<file path="src/design/bpm_pkg.sv">
// bpm_pkg: shared widths, register indexes and reset values for the
// battery power monitor. No dependencies; used by the top level and its checker.
`timescale 1ns / 1ps

package bpm_pkg;

    // Field widths
    localparam int TimeW  = 32;
    localparam int VoltW  = 16;
    localparam int ModeW  = 2;
    localparam int CfgIdxW  = 3;
    localparam int CfgDataW = 32;

    // Stream payload widths (packed, padded to whole bytes)
    localparam int InDataW  = 80;
    localparam int OutDataW = 40;

    // Output payload bit positions
    localparam int OutPowerBit   = 0;
    localparam int OutChangedBit = 1;
    localparam int OutCanFlyBit  = 2;
    localparam int OutShutBit    = 3;
    localparam int OutMinLsb     = 4;
    localparam int OutMaxLsb     = 20;
    localparam int OutEn1Bit     = 36;
    localparam int OutEn2Bit     = 37;

    // Configuration register indexes
    typedef enum logic [CfgIdxW-1:0] {
        CFG_LOW_VOLTAGE   = 3'd0,
        CFG_CRIT_VOLTAGE  = 3'd1,
        CFG_LOW_TIMEOUT   = 3'd2,
        CFG_CRIT_TIMEOUT  = 3'd3,
        CFG_IDLE_TIMEOUT  = 3'd4,
        CFG_CHARGE_MODE   = 3'd5
    } cfg_index_t;

    // Charge modes
    typedef enum logic [ModeW-1:0] {
        CHARGE_100MA = 2'd0,
        CHARGE_500MA = 2'd1,
        CHARGE_MAX   = 2'd2,
        CHARGE_NONE  = 2'd3
    } charge_mode_t;

    // Power states
    localparam logic PWR_BATTERY = 1'b0;
    localparam logic PWR_LOW     = 1'b1;

    // Reset values
    localparam logic [VoltW-1:0] LowVoltageReset  = 16'd6400;
    localparam logic [VoltW-1:0] CritVoltageReset = 16'd6000;
    localparam logic [TimeW-1:0] LowTimeoutReset  = 32'd5000;
    localparam logic [TimeW-1:0] CritTimeoutReset = 32'd5000;
    localparam logic [TimeW-1:0] IdleTimeoutReset = 32'd300000;
    localparam logic [VoltW-1:0] MinVoltReset     = 16'd6000;
    localparam logic [VoltW-1:0] MaxVoltReset     = 16'd0;

endpackage

</file>
<file path="src/design/battery_power_monitor.sv">
// battery_power_monitor: battery under-voltage monitor with low/critical
// timeouts, shutdown request, voltage min/max and charger enables. Uses bpm_pkg.
`timescale 1ns / 1ps
//
//  Channel    Direction  Handshake              Payload
//  s_         in         s_tvalid / s_tready    now_ms, voltage_mv, inactivity_ms
//  m_         out        m_tvalid / m_tready    status flags, min/max voltage, charge pins
//  cfg_       in         cfg_valid / cfg_ready  cfg_index, cfg_data
//
//  One sample per clock sustained while m_tready holds; a result passes through
//  the input register, then the result register, before it leaves.
//  Stalls on m_ back up through the result register into the input register;
//  s_tready drops only when both hold data and m_tready is low.
//  aresetn (synchronous, active low) restores register defaults, time stamps,
//  state and min/max trackers, and empties both stages.
//  cfg_ready is always high; writes to unused indexes are dropped.

module battery_power_monitor (
    input  logic                          aclk,
    input  logic                          aresetn,
    // {inactivity_ms[79:48], voltage_mv[47:32], now_ms[31:0]}
    input  logic [bpm_pkg::InDataW-1:0]   s_tdata,
    input  logic                          s_tvalid,
    output logic                          s_tready,
    // {pad[39:38], charge_en2[37], charge_en1[36], voltage_max_mv[35:20],
    //  voltage_min_mv[19:4], shutdown_request[3], can_fly[2],
    //  state_changed[1], power_state[0]}
    output logic [bpm_pkg::OutDataW-1:0]  m_tdata,
    output logic                          m_tvalid,
    input  logic                          m_tready,
    input  logic                          cfg_valid,
    output logic                          cfg_ready,
    input  logic [bpm_pkg::CfgIdxW-1:0]   cfg_index,
    input  logic [bpm_pkg::CfgDataW-1:0]  cfg_data
);

    // Configuration registers
    logic [bpm_pkg::VoltW-1:0] low_voltage_reg;
    logic [bpm_pkg::VoltW-1:0] crit_voltage_reg;
    logic [bpm_pkg::TimeW-1:0] low_timeout_reg;
    logic [bpm_pkg::TimeW-1:0] crit_timeout_reg;
    logic [bpm_pkg::TimeW-1:0] idle_timeout_reg;
    logic [bpm_pkg::ModeW-1:0] charge_mode_reg;

    // Input stage
    logic                      in_valid_reg;
    logic [bpm_pkg::TimeW-1:0] now_reg;
    logic [bpm_pkg::VoltW-1:0] volt_reg;
    logic [bpm_pkg::TimeW-1:0] idle_reg;

    // Monitor state
    logic [bpm_pkg::TimeW-1:0] low_stamp_reg,  low_stamp_next;
    logic [bpm_pkg::TimeW-1:0] crit_stamp_reg, crit_stamp_next;
    logic                      prev_state_reg;
    logic                      can_fly_reg,    can_fly_next;
    logic [bpm_pkg::VoltW-1:0] min_volt_reg,   min_volt_next;
    logic [bpm_pkg::VoltW-1:0] max_volt_reg,   max_volt_next;

    // Result stage
    logic                         out_valid_reg;
    logic [bpm_pkg::OutDataW-1:0] out_data_reg, out_data_next;

    logic advance;
    logic state_now;
    logic changed;
    logic shutdown;
    logic [bpm_pkg::TimeW-1:0] low_elapsed;
    logic [bpm_pkg::TimeW-1:0] crit_elapsed;

    // Handshake: move the input stage forward when the result slot frees up
    assign advance   = in_valid_reg && (!out_valid_reg || m_tready);
    assign s_tready  = !in_valid_reg || advance;
    assign cfg_ready = 1'b1;
    assign m_tvalid  = out_valid_reg;
    assign m_tdata   = out_data_reg;

    // Configuration writes
    always_ff @(posedge aclk) begin
        if (!aresetn) begin
            low_voltage_reg  <= bpm_pkg::LowVoltageReset;
            crit_voltage_reg <= bpm_pkg::CritVoltageReset;
            low_timeout_reg  <= bpm_pkg::LowTimeoutReset;
            crit_timeout_reg <= bpm_pkg::CritTimeoutReset;
            idle_timeout_reg <= bpm_pkg::IdleTimeoutReset;
            charge_mode_reg  <= bpm_pkg::CHARGE_500MA;
        end else if (cfg_valid) begin
            case (bpm_pkg::cfg_index_t'(cfg_index))
                bpm_pkg::CFG_LOW_VOLTAGE:  low_voltage_reg  <= cfg_data[bpm_pkg::VoltW-1:0];
                bpm_pkg::CFG_CRIT_VOLTAGE: crit_voltage_reg <= cfg_data[bpm_pkg::VoltW-1:0];
                bpm_pkg::CFG_LOW_TIMEOUT:  low_timeout_reg  <= cfg_data[bpm_pkg::TimeW-1:0];
                bpm_pkg::CFG_CRIT_TIMEOUT: crit_timeout_reg <= cfg_data[bpm_pkg::TimeW-1:0];
                bpm_pkg::CFG_IDLE_TIMEOUT: idle_timeout_reg <= cfg_data[bpm_pkg::TimeW-1:0];
                bpm_pkg::CFG_CHARGE_MODE:  charge_mode_reg  <= cfg_data[bpm_pkg::ModeW-1:0];
                default: ;
            endcase
        end
    end

    // Capture the sample on an input transfer
    always_ff @(posedge aclk) begin
        if (!aresetn) begin
            in_valid_reg <= 1'b0;
        end else if (s_tready) begin
            in_valid_reg <= s_tvalid;
        end
    end

    always_ff @(posedge aclk) begin
        if (s_tvalid && s_tready) begin
            now_reg  <= s_tdata[31:0];
            volt_reg <= s_tdata[47:32];
            idle_reg <= s_tdata[79:48];
        end
    end

    // Evaluate one sample against the stored stamps and thresholds
    always_comb begin
        max_volt_next   = (volt_reg > max_volt_reg) ? volt_reg : max_volt_reg;
        min_volt_next   = (volt_reg < min_volt_reg) ? volt_reg : min_volt_reg;
        low_stamp_next  = (volt_reg > low_voltage_reg)  ? now_reg : low_stamp_reg;
        crit_stamp_next = (volt_reg > crit_voltage_reg) ? now_reg : crit_stamp_reg;

        // Elapsed times wrap modulo 2^32
        low_elapsed  = now_reg - low_stamp_next;
        crit_elapsed = now_reg - crit_stamp_next;

        state_now = (low_elapsed > low_timeout_reg) ? bpm_pkg::PWR_LOW
                                                    : bpm_pkg::PWR_BATTERY;
        changed   = (state_now != prev_state_reg);
        can_fly_next = changed ? (state_now == bpm_pkg::PWR_BATTERY) : can_fly_reg;

        if (state_now == bpm_pkg::PWR_LOW) begin
            shutdown = (crit_elapsed > crit_timeout_reg);
        end else begin
            shutdown = (idle_reg > idle_timeout_reg);
        end

        out_data_next = '0;
        out_data_next[bpm_pkg::OutPowerBit]   = state_now;
        out_data_next[bpm_pkg::OutChangedBit] = changed;
        out_data_next[bpm_pkg::OutCanFlyBit]  = can_fly_next;
        out_data_next[bpm_pkg::OutShutBit]    = shutdown;
        out_data_next[bpm_pkg::OutMinLsb +: bpm_pkg::VoltW] = min_volt_next;
        out_data_next[bpm_pkg::OutMaxLsb +: bpm_pkg::VoltW] = max_volt_next;
        out_data_next[bpm_pkg::OutEn1Bit] =
            (bpm_pkg::charge_mode_t'(charge_mode_reg) == bpm_pkg::CHARGE_500MA);
        out_data_next[bpm_pkg::OutEn2Bit] =
            (bpm_pkg::charge_mode_t'(charge_mode_reg) == bpm_pkg::CHARGE_MAX);
    end

    // Commit state when the sample moves into the result register
    always_ff @(posedge aclk) begin
        if (!aresetn) begin
            low_stamp_reg  <= '0;
            crit_stamp_reg <= '0;
            prev_state_reg <= bpm_pkg::PWR_LOW;
            can_fly_reg    <= 1'b0;
            min_volt_reg   <= bpm_pkg::MinVoltReset;
            max_volt_reg   <= bpm_pkg::MaxVoltReset;
        end else if (advance) begin
            low_stamp_reg  <= low_stamp_next;
            crit_stamp_reg <= crit_stamp_next;
            prev_state_reg <= state_now;
            can_fly_reg    <= can_fly_next;
            min_volt_reg   <= min_volt_next;
            max_volt_reg   <= max_volt_next;
        end
    end

    // Result register: load on advance, drop after the output transfer
    always_ff @(posedge aclk) begin
        if (!aresetn) begin
            out_valid_reg <= 1'b0;
        end else if (advance) begin
            out_valid_reg <= 1'b1;
        end else if (m_tready) begin
            out_valid_reg <= 1'b0;
        end
    end

    always_ff @(posedge aclk) begin
        if (advance) begin
            out_data_reg <= out_data_next;
        end
    end

endmodule

</file>
<file path="config.mk">
export PLATFORM = sky130hd
export DESIGN_NAME = battery_power_monitor
export DESIGN_NICKNAME = d
export VERILOG_FILES = /design/src/design/bpm_pkg.sv /design/src/design/battery_power_monitor.sv
export SDC_FILE = /design/constraint.sdc
export NUM_CORES = 1
export LEC_CHECK = 0
export BUFFER_PORTS_ARGS = -buffer_cell sky130_fd_sc_hd__buf_2
export CORE_ASPECT_RATIO = 1.2
export CORE_MARGIN = 3
export CORE_UTILIZATION = 30
export DETAILED_ROUTE_END_ITERATION = 8
export SLEW_MARGIN = 10
export SYNTH_ARGS = -nofsm -noshare
export SYNTH_HDL_FRONTEND = slang
export SYNTH_SLANG_ARGS = --single-unit
export TNS_END_PERCENT = 10
</file>
<file path="constraint.sdc">
create_clock -name aclk -period 8.6 [get_ports aclk]
set_input_delay 0 -clock aclk [delete_from_list [all_inputs] [get_ports aclk]]
set_output_delay 0 -clock aclk [all_outputs]
set_load 0.02 [all_outputs]
</file>
### After elaboration in Yosys (flattened, before gate mapping)

Index checks and enable logic that the tools add are counted.

* divide/modulo/power cells: 0
* bitwise logic cells: 1
* reductions and logical operators: 14
* shift-type cells: 0
* $mul: 0
* add/sub/neg operators: 2
* $lt $le $gt $ge: 7
* multiplexer cells: 9
* equal/unequal tests: 8

Operators by type and width (count)
* 32-bit > comparator: 3
* 32-bit two-way mux: 2
* 32-bit subtractor: 2
* 16-bit > comparator: 3
* 16-bit two-way mux: 2
* 16-bit < comparator: 1
* 2-bit AND reduction: 6
* 3-bit by 2-bit == test with 1-bit output (second input constant): 2
* 3-bit == test (second input constant): 2
* 1-bit two-way mux: 5
* 3-bit by 1-bit == test with 1-bit output (second input constant): 1
* 3-bit zero test: 1
* 2-bit by 1-bit == test with 1-bit output (second input constant): 1
* 2-bit == test (second input constant): 1
* 1-bit logical AND: 2
* 1-bit zero test: 2
* 1-bit logical OR: 2
* 2-bit nonzero test: 1
* 1-bit != test: 1
* 1-bit inverter: 1

* memories: 0
* bits in read-only memories: 0
* bits in latches: 0
* RAM bits: 0
* flip-flop bits (word level): 348
* input port bits: 120

### Longest topological paths before layout

Gate-level depths: netlist of the first run.

* depth after elaboration: 7
* mapped depth: 36
* depth with buffers taken out: 35

### Worst setup path after synthesis of the first run

No wires, ideal clock.

* path kind: register to register
* start: register volt_reg[11] in the netlist's numbering
* end: register out_data_reg, in the netlist m_tdata[3] (data pin)
* buffers on the path: 3
* stages on the path, launching flop included: 32
* data required time: 8340 ps
* arrival time: 6739 ps
* path slack: 1601 ps
* clock period less this slack: 6999 ps
* path through: edfxtp_1 ha_1 nand4_1 nor3_1 o21ai_1 a31oi_1 buf_4 buf_1 mux2i_1 ha_1 o211ai_1 a21oi_1 o31ai_1 nand2b_1 o21ba_2 o211ai_2 a221o_1 a2111oi_4 o41ai_1 xnor2_1 ha_1 a21o_1 a21o_1 a21o_1 a21o_1 a21o_1 a21oi_1 nor2b_1 a211oi_1 or2_2 clkbuf_1 mux2_2

* longest elaborated chain between the ends: 6

RTL lines
* start: declaration: line battery_power_monitor.sv:48 `logic [bpm_pkg::VoltW-1:0] volt_reg;`
* start signal: assignment: line battery_power_monitor.sv:111 `volt_reg <= s_tdata[47:32];`
* 16-bit > comparator: line battery_power_monitor.sv:120 `low_stamp_next = (volt_reg > low_voltage_reg) ? now_reg : low_stamp_reg;`
* 32-bit two-way mux: line battery_power_monitor.sv:120
* 32-bit subtractor: line battery_power_monitor.sv:124 `low_elapsed = now_reg - low_stamp_next;`
* 32-bit > comparator: line battery_power_monitor.sv:127 `state_now = (low_elapsed > low_timeout_reg) ? bpm_pkg::PWR_LOW`
* 1-bit two-way mux: line battery_power_monitor.sv:127
* 1-bit two-way mux (*): line battery_power_monitor.sv:132 `if (state_now == bpm_pkg::PWR_LOW) begin`
* net out_data_next (one bit): line battery_power_monitor.sv:61 `logic [bpm_pkg::OutDataW-1:0] out_data_reg, out_data_next;`
* end signal: assignment: line battery_power_monitor.sv:183 `out_data_reg <= out_data_next;`
* end: declaration: line battery_power_monitor.sv:61

Mark *: on every way through the listed nets, which the timed path passes. The rest lies on a longest branch.
A chain may end at the register's enable or synchronous reset.

### Worst setup path in the final report of the first run

Same ends and word-level chain as after synthesis.

==> results.toml, run 1 <==
[min_path]
hold_path.class = "in -> reg"
worstHoldPathCells = 5
hp-start = "cfg_index[1]"
min_to = "charge_mode_reg[0]"

[sta]
clock_skew_ps = 32.6
drv_slew = 0
tns_ps = 0
hold_violations = 0
fmax_mhz = 129
fin_crit_ps = 7740
worst_slew_pin_slew_ps = 1100
relSlewSlack_pct = 26.4
setup_violations = 0
rsz0062_at_grt = "false"
setup_ws_ps = 857
post-route-period-util_pct = 90.0

[clocking]
clk_pin_slew_ps = 60
ctsRootBufferMaster = "clkbuf_16"
clock_latency_ps = 590
post_cts_buffers = 0
h-tree-depth = 2
cts_made_buffers = 42
cts_tree = "done"
clock_sinks = 348
clockBufferDepth = 3

[worst_setup_path]
cp_slowest_cell = "edfxtp_1"
path_class = "reg -> reg"
reg2reg_slack_ps = 860
crit_arrival_ps = 8060
cpPeakStageDelay_ps = 530
end_kind = "flop"
cp_common_cell = "a21o_1"
rr_worst_depth = 28
critPathRequiredTime_ps = 8920
reg2reg_from = "volt_reg[11]"
reg2reg_to = "m_tdata[3]"
startpoint_type = "flop"
critPathMaxFanout = 32

[routing]
totalWireLength_mm = 56.0
drtIter0Drc = 752
ant_nets = 0
dr_total_vias = 16000
routedWlPerCell_um = 16.9
viasPerCell = 4.85
firstDrtPassIters = 5
drcViolationCount = 0

[global_routing]
grtUsageTotal_pct = 15.7
grt_pass1_wl_mm = 87.5
grt_pass1_vias = 16100
grt_overflow = 0
grt_max_degree = 133
grt_antenna_before_repair = 1

[floorplanning]
core_area_sq_um = 66000
start_util_pct = 30.4
die_x_um = 242
die-area_sq_um = 70000
rows = 103
io_pins = 163
die_y_um = 289

[layout]
largest_register_ffs = 38
diodes = 0
fill_cells = 6727
area_delta_synth_final_pct = 21.7
drive_gt1_share_pct = 11.3
nets = 2725

[place]
routabilityCongestion = 0.865
pre_cts_ws_ps = 891
port_buffers = 159
place_hpwl_mm = 41.8

[run_status]
status = "completed"

[logic_synthesis]
yosys.cell_types.count = 70
yosys_register_bits = 348
ys.flop_type = "dfxtp_1"
yosysTopAreaCellShare_pct = 23.0
yosysTopAreaCell = "dfxtp_1"
synth_edf_count = 118
syn_area_per_cell_sq_um = 9.41
async_reset_ff_share_pct = 0
synth_cells = 2133
yosys-top-cells-area = "dfxtp_1 23%, edfxtp_1 18%, ha_1 14%"
seq_area_frac_synth_pct = 40.6
ys_warn_count = 0
netlist_area_sq_um = 20100

[pwr]
power_leakage_nw = 10.3
power.density_nw_per_um2 = 195
ir_worst_vdd_mv = 0.149

[job]
maxCapViolCount = 0
[synth_stat cells, drive strengths merged, types with 5 or more instances]
library cell / instances
a31oi: 9
nand4: 27
and4: 5
nor2: 58
xor2: 17
and2: 6
a21oi: 76
mux2: 19
dfxtp: 230
nor3: 16
ha: 221
mux2i: 101
inv: 179
edfxtp: 118
a211oi: 10
o21ai: 65
o21bai: 10
and3: 9
a21boi: 121
clkbuf: 63
nand2b: 14
a21o: 62
nand3: 21
nor4: 13
o211a: 30
buf: 23
xnor2: 41
nand2: 372
o211ai: 43
o21a: 32
nor2b: 66
[cell families (layout without fill, tap and decap cells)]
family	count (synthesis)	count (layout)	synth area share [%]
simple gates	616	616	13.7
compound gates	500	500	17.8
flops	348	348	40.6
buf+inv	265	547	5.10
fa+ha+maj	224	224	14.0
mux	120	120	6.11
xor+xnor	58	58	2.53
other cells	2	3	0.0374
[routing by layer]
layer	up-vias	global-route usage, %	part of all wire (%)
met3	95	2.80	3.9
li1	7998	-	-
met5	-	0	0.023
met1	7639	18.0	42
met2	309	29.4	51
met4	2	5.25	2.9
[worst max-delay path, delay by kind of cell (launching register included)]
family	cells	cell delay [ps]
compound gates	16	3600
simple gates	5	1040
fa+ha+maj	3	1010
mux	2	640
flops	1	530
buf+inv	1	500
xor+xnor	1	140
[cells in the final DEF, fill, tap and decap left out, drive strengths merged, types with 6 or more instances in the layout]
master	netlist	layout
o21ai	65	65
dfxtp	230	230
a21o	62	62
clkinv	0	6
nor2b	66	66
nand2	372	372
a21boi	121	121
a21oi	76	76
o21a	32	32
xor2	17	17
and2	6	6
o21bai	10	10
clkbuf	63	64
and3	9	9
nor2	58	58
nor3	16	16
inv	179	182
a31oi	9	9
ha	221	221
nor4	13	13
o211a	30	30
a211oi	10	10
dlygate4sd3	0	118
o211ai	43	43
xnor2	41	41
mux2i	101	101
nand3	21	21
edfxtp	118	118
buf	23	172
mux2	19	19
nand4	27	27
nand2b	14	14
[repair_timing]
action                                 4_1_cts  5_1_grt
endpoints found under the hold margin      212       43
resized for setup                            0        0
hold buffers                               117        1
[power by group]
group | leakage, nW | internal (mW) | switching [mW]
registers | 3.01 | 1.79 | 0.0609
logic | 6.54 | 0.482 | 0.591
clock network | 0.709 | 1.11 | 0.741
[metrics by stage]
stage	utilization (%)	instance area (sq um)	hold slack, ps	total power [mW]	std cells
2_1_floorplan	-	20100	98.9	2.62	2134
3_3_place_gp	33.0	21800	177	2.88	3111
3_5_place_dp	33.0	21800	178	2.91	3111
4_1_cts	36.9	24400	52.1	4.84	3306
5_1_grt	37.0	24400	84.7	5.04	3308
6_report	37.0	24400	110	4.77	3308
[layout make-up]
type / instances / area, sq um / area share [%]
inverters: 179 / 673 / 2.76
clock buffers: 64 / 1300 / 5.31
well taps: 892 / 1120 / 4.57
multi-input cells: 1521 / 10900 / 44.8
repair buffers: 290 / 2100 / 8.59
clock inverters: 14 / 149 / 0.610
flip-flops and latches: 348 / 8150 / 33.4
[worst max path at each step]
stage	start	end	slack (ps)	cells past startpoint
floorplan	volt_reg[11]	m_tdata[3]	1600	31
global placement	volt_reg[11]	m_tdata[3]	1070	28
detailed placement	volt_reg[11]	m_tdata[3]	890	28
CTS	volt_reg[11]	m_tdata[3]	850	28
global route	volt_reg[11]	m_tdata[3]	310	28
finish	volt_reg[11]	m_tdata[3]	860	28
No activity file was read; power rests on OpenSTA's default activity.
==> inputs of run 2 (changes only) <==
- CORE_MARGIN: 3 -> 1
- PLACE_DENSITY: not set -> 0.5
==> run 2 against run 1 <==
Compared with the run above:
- clock skew fell by 1.0 ps
- largest power group unchanged
- via count decreased by 1.1%
- sequential power hardly changed
- clock power decreased by 4%
- combinational power about the same
- first-iteration DRC count fell by 21%
- flip-flop and latch count unchanged
- critical path depth did not move
- final cell count about the same
- worst hold slack got worse by 62 ps
- highest routed layer is now met4
- clock-buffer cell count is 5 lower
==> results.toml, run 2 (synthesized netlist as in run 1, its figures left out) <==
[run_status]
status = "completed"

[routing]
routedWlPerCell_um = 17.2
drcViolationCount = 0
dr_total_vias = 15900
totalWireLength_mm = 56.8
viasPerCell = 4.80
ant_nets = 0
firstDrtPassIters = 5
drtIter0Drc = 594

[floorplanning]
rows = 103
die_y_um = 285
die_x_um = 238
start_util_pct = 30.4
die-area_sq_um = 67900
core_area_sq_um = 66000
io_pins = 163

[worst_setup_path]
cp_slowest_cell = "edfxtp_1"
cp_common_cell = "a21o_1"
critPathRequiredTime_ps = 8920
cpPeakStageDelay_ps = 520
startpoint_type = "flop"
reg2reg_to = "m_tdata[3]"
rr_worst_depth = 28
path_delay_family = "compound AO/OA/AOI/OAI gates"
critPathMaxFanout = 31
reg2reg_from = "volt_reg[11]"
reg2reg_slack_ps = 710
cp_num_buf_inv = 1
path_class = "reg -> reg"
crit_arrival_ps = 8200
end_kind = "flop"

[global_routing]
grt_antenna_before_repair = 0
grt_overflow = 0
grt_pass1_wl_mm = 87.7
grt_pass1_vias = 15700
grt_max_degree = 139
grtUsageTotal_pct = 16.6
use_met3_pct = 2.41
busiest_layer = "met2"
use_met2_pct = 31.0
met1_usage_pct = 19.5

[min_path]
worstHoldPathCells = 2
hold_path.class = "in -> reg"
min_to = "charge_mode_reg[0]"
hp-start = "aresetn"

[pwr]
power_leakage_nw = 10.2
switching_share_pct = 30.1
total_power_mw = 4.70
switchingPower_mw = 1.42
power.density_nw_per_um2 = 193
seqPwrFrac_pct = 39.3
p_int_mw = 3.29
ir_worst_vdd_mv = 0.143
pwr-share-clk_pct = 37.9
combPwrFrac_pct = 22.8

[layout]
layout_common_cells = "372 x nand2_1, 230 x dfxtp_1, 221 x ha_1"
largest_register_ffs = 38
mostFrequentLayoutCell = "nand2_1"
nets = 2725
area_delta_synth_final_pct = 21.2
diodes = 0
drive_gt1_share_pct = 11.1

[sta]
post-route-period-util_pct = 91.7
drv_slew = 0
clock_skew_ps = 31.6
rsz0062_at_grt = "false"
tns_ps = 0
fin_crit_ps = 7890
setup_violations = 0
worst_slew_pin_slew_ps = 1130
relSlewSlack_pct = 24.7
setup_ws_ps = 714
hold_slack_ps = 47.6
fmax_mhz = 127
hold_violations = 0

[place]
port_buffers = 159
routabilityCongestion = 0.848
place_hpwl_mm = 42.0
pre_cts_ws_ps = 769

[clocking]
clock_sinks = 348
post_cts_buffers = 0
cts_tree = "done"
clockBufferDepth = 3
h-tree-depth = 2
clock_latency_ps = 600
cts_made_buffers = 43
ctsRootBufferMaster = "clkbuf_16"
clk_pin_slew_ps = 60

[job]
maxCapViolCount = 0
[run 2: changes by cell type in the layout (fill, tap and decap cells not counted), moves of 2 or more]
cell      delta
clkbuf_1     +2
clkbuf_8     -5
clkinv_1     +2
inv_4        -2
clkinv_4     +2
clkinv_2     +4
[run 2: what timing repair did]
item | CTS | global route
hold buffers | 118 | 0
hold endpoints to repair | 212 | 0
gates resized for setup | 0 | 0
[run 2: worst max path at each step]
stage,from,endpoint,slack [ps],cells after the start
after floorplan,volt_reg[11],m_tdata[3],1600,31
after global placement,volt_reg[11],m_tdata[3],850,28
after detailed placement,volt_reg[11],m_tdata[3],770,28
after CTS,volt_reg[11],m_tdata[3],710,28
after global routing,volt_reg[11],m_tdata[3],190,28
final,volt_reg[11],m_tdata[3],710,28
[run 2: power by group through the flow]
stage	registers (mW)	logic, mW	clock network, mW
6_report	1.85	1.07	1.78
5_1_grt	1.86	1.21	1.91
4_1_cts	1.85	1.09	1.85
3_5_place_dp	1.88	1.04	0
3_3_place_gp	1.88	1.02	0
2_1_floorplan	1.88	0.744	0
[run 2: cell type report]
cell class | instances | area [sq um]
Sequential cell | 348 | 8150
Tap cell | 892 | 1120
Multi-Input combinational cell | 1521 | 10900
Timing Repair Buffer | 289 | 2080
Fill cell | 6745 | 41700
Clock buffer | 59 | 1200
Inverter | 179 | 673
Clock inverter | 19 | 164
[run 2: per-stage QoR]
step / std cells / utilization [%] / instance area [sq um]
detailed placement: 3111 / 33.0 / 21800
global placement: 3111 / 33.0 / 21800
CTS: 3307 / 36.9 / 24300
finish: 3307 / 36.9 / 24300
floorplan: 2134 / - / 20100
global route: 3307 / 36.9 / 24300
[run 2: metal layers]
layer / vias up / part of all wire, %
met5: - / 0
met3: 71 / 3.5
met4: 0 / 2.6
met2: 288 / 51
met1: 7549 / 42
li1: 7964 / -
==> inputs of run 3 (changes only) <==
- CORE_MARGIN: 1 -> 3
- PLACE_DENSITY: 0.5 -> 0.42
==> run 3 against run 2 <==
Compared with the run above:
- via count is 0.94% lower
- sequential share of layout area is 0.21 points lower
- highest routed layer unchanged
- global-route usage is 0.12 points lower
- clock skew is 7.7 ps lower
- first-iteration DRC count is 50% higher
==> results.toml, run 3 (synthesized netlist as in run 1, its figures left out) <==
[layout]
nets = 2727
drive_gt1_share_pct = 11.3
largest_register_ffs = 38
layout_common_cells = "372 x nand2_1, 230 x dfxtp_1, 221 x ha_1"
mostFrequentLayoutCell = "nand2_1"
diodes = 0
stdcell_area_sq_um = 24500
area_delta_synth_final_pct = 22.0

[floorplanning]
io_pins = 163
start_util_pct = 30.4
die_x_um = 242
core_area_sq_um = 66000
die_y_um = 289
rows = 103
die-area_sq_um = 70000

[sta]
post-route-period-util_pct = 89.2
fin_crit_ps = 7670
fmax_mhz = 130
tns_ps = 0
drv_slew = 0
clock_skew_ps = 23.9
setup_violations = 0
hold_violations = 0
worst_slew_pin_slew_ps = 1210
relSlewSlack_pct = 19.1
rsz0062_at_grt = "false"

[global_routing]
grt_antenna_before_repair = 0
busiest_layer = "met2"
grt_pass1_wl_mm = 90.4
use_met2_pct = 30.9
met1_usage_pct = 19.7
grt_pass1_vias = 15600
use_met3_pct = 2.38
grt_max_degree = 151
grtUsageTotal_pct = 16.5
grt_overflow = 0

[clocking]
clock_latency_ps = 580
clockBufferDepth = 3
ctsRootBufferMaster = "clkbuf_16"
cts_resized = 0
cts_made_buffers = 43
h-tree-depth = 2
cts_hold_buf = 120
clk_pin_slew_ps = 60
cts_tree = "done"
post_cts_buffers = 0
clock_sinks = 348

[pwr]
power.density_nw_per_um2 = 200
ir_worst_vdd_mv = 0.126
power_leakage_nw = 10.3

[worst_setup_path]
cp_common_cell = "a21o_1"
cp_slowest_cell = "edfxtp_1"
end_kind = "flop"
cpPeakStageDelay_ps = 520
path_class = "reg -> reg"
critPathRequiredTime_ps = 8920
critPathMaxFanout = 11
cp_num_buf_inv = 1
startpoint_type = "flop"
path_delay_family = "compound AO/OA/AOI/OAI gates"
crit_arrival_ps = 7990

[place]
port_buffers = 159
dpl_cell_area_sq_um = 21800
routabilityCongestion = 0.791
place_hpwl_mm = 43.4

[run_status]
status = "completed"

[routing]
dr_total_vias = 15700
drtIter0Drc = 891
routedWlPerCell_um = 17.7
viasPerCell = 4.75
totalWireLength_mm = 58.6
ant_nets = 0
firstDrtPassIters = 5
drcViolationCount = 0

[job]
maxCapViolCount = 0

[min_path]
hold_path.class = "in -> reg"
[run 3: worst paths after layout]
kind / startpoint / endpoint / slack (ps) / cells past startpoint
min reg2reg: crit_timeout_reg[15] / crit_timeout_reg[15] / 460 / 2
min: s_tdata[34] / volt_reg[2] / 130 / 2
max reg2reg: volt_reg[11] / m_tdata[3] / 930 / 30
max: volt_reg[11] / m_tdata[3] / 930 / 30
[run 3: power by group]
group	leakage [nW]	total [mW]	switching, mW	internal, mW
registers	3.01	1.85	0.0579	1.79
clock network	0.744	1.93	0.763	1.17
logic	6.54	1.11	0.624	0.481
[run 3: area by class of cell]
type | count | area [sq um]
clock inverters | 22 | 256
repair buffers | 291 | 2090
flip-flops and latches | 348 | 8150
clock buffers | 57 | 1240
well taps | 892 | 1120
multi-input cells | 1521 | 10900
fillers | 6759 | 41500
inverters | 179 | 673
[run 3: routing by layer]
layer	wire length, um	share of wire (%)	vias to the layer above
li1	-	-	7992
met1	25300	43	7445
met2	30100	51	220
met3	1890	3.2	66
met4	1400	2.4	0
met5	0	0	-
[run 3: per-stage QoR]
step	util, %	instances	setup slack, ps	hold WS [ps]	power (mW)
after floorplan	-	2134	1600	98.9	2.62
after global placement	33.0	3111	923	177	2.95
after detailed placement	33.0	3111	899	178	2.96
after CTS	37.1	3310	852	93.0	4.97
after global routing	37.1	3310	444	108	5.16
final	37.1	3310	928	135	4.88
[run 3: worst reg2reg max path: cells and delay by family (launching register included)]
family	cells	cell delay, ps
buf+inv	1	50
simple gates	4	900
compound gates	18	4080
flops	1	520
fa+ha+maj	4	1140
xor+xnor	1	90
mux	2	610
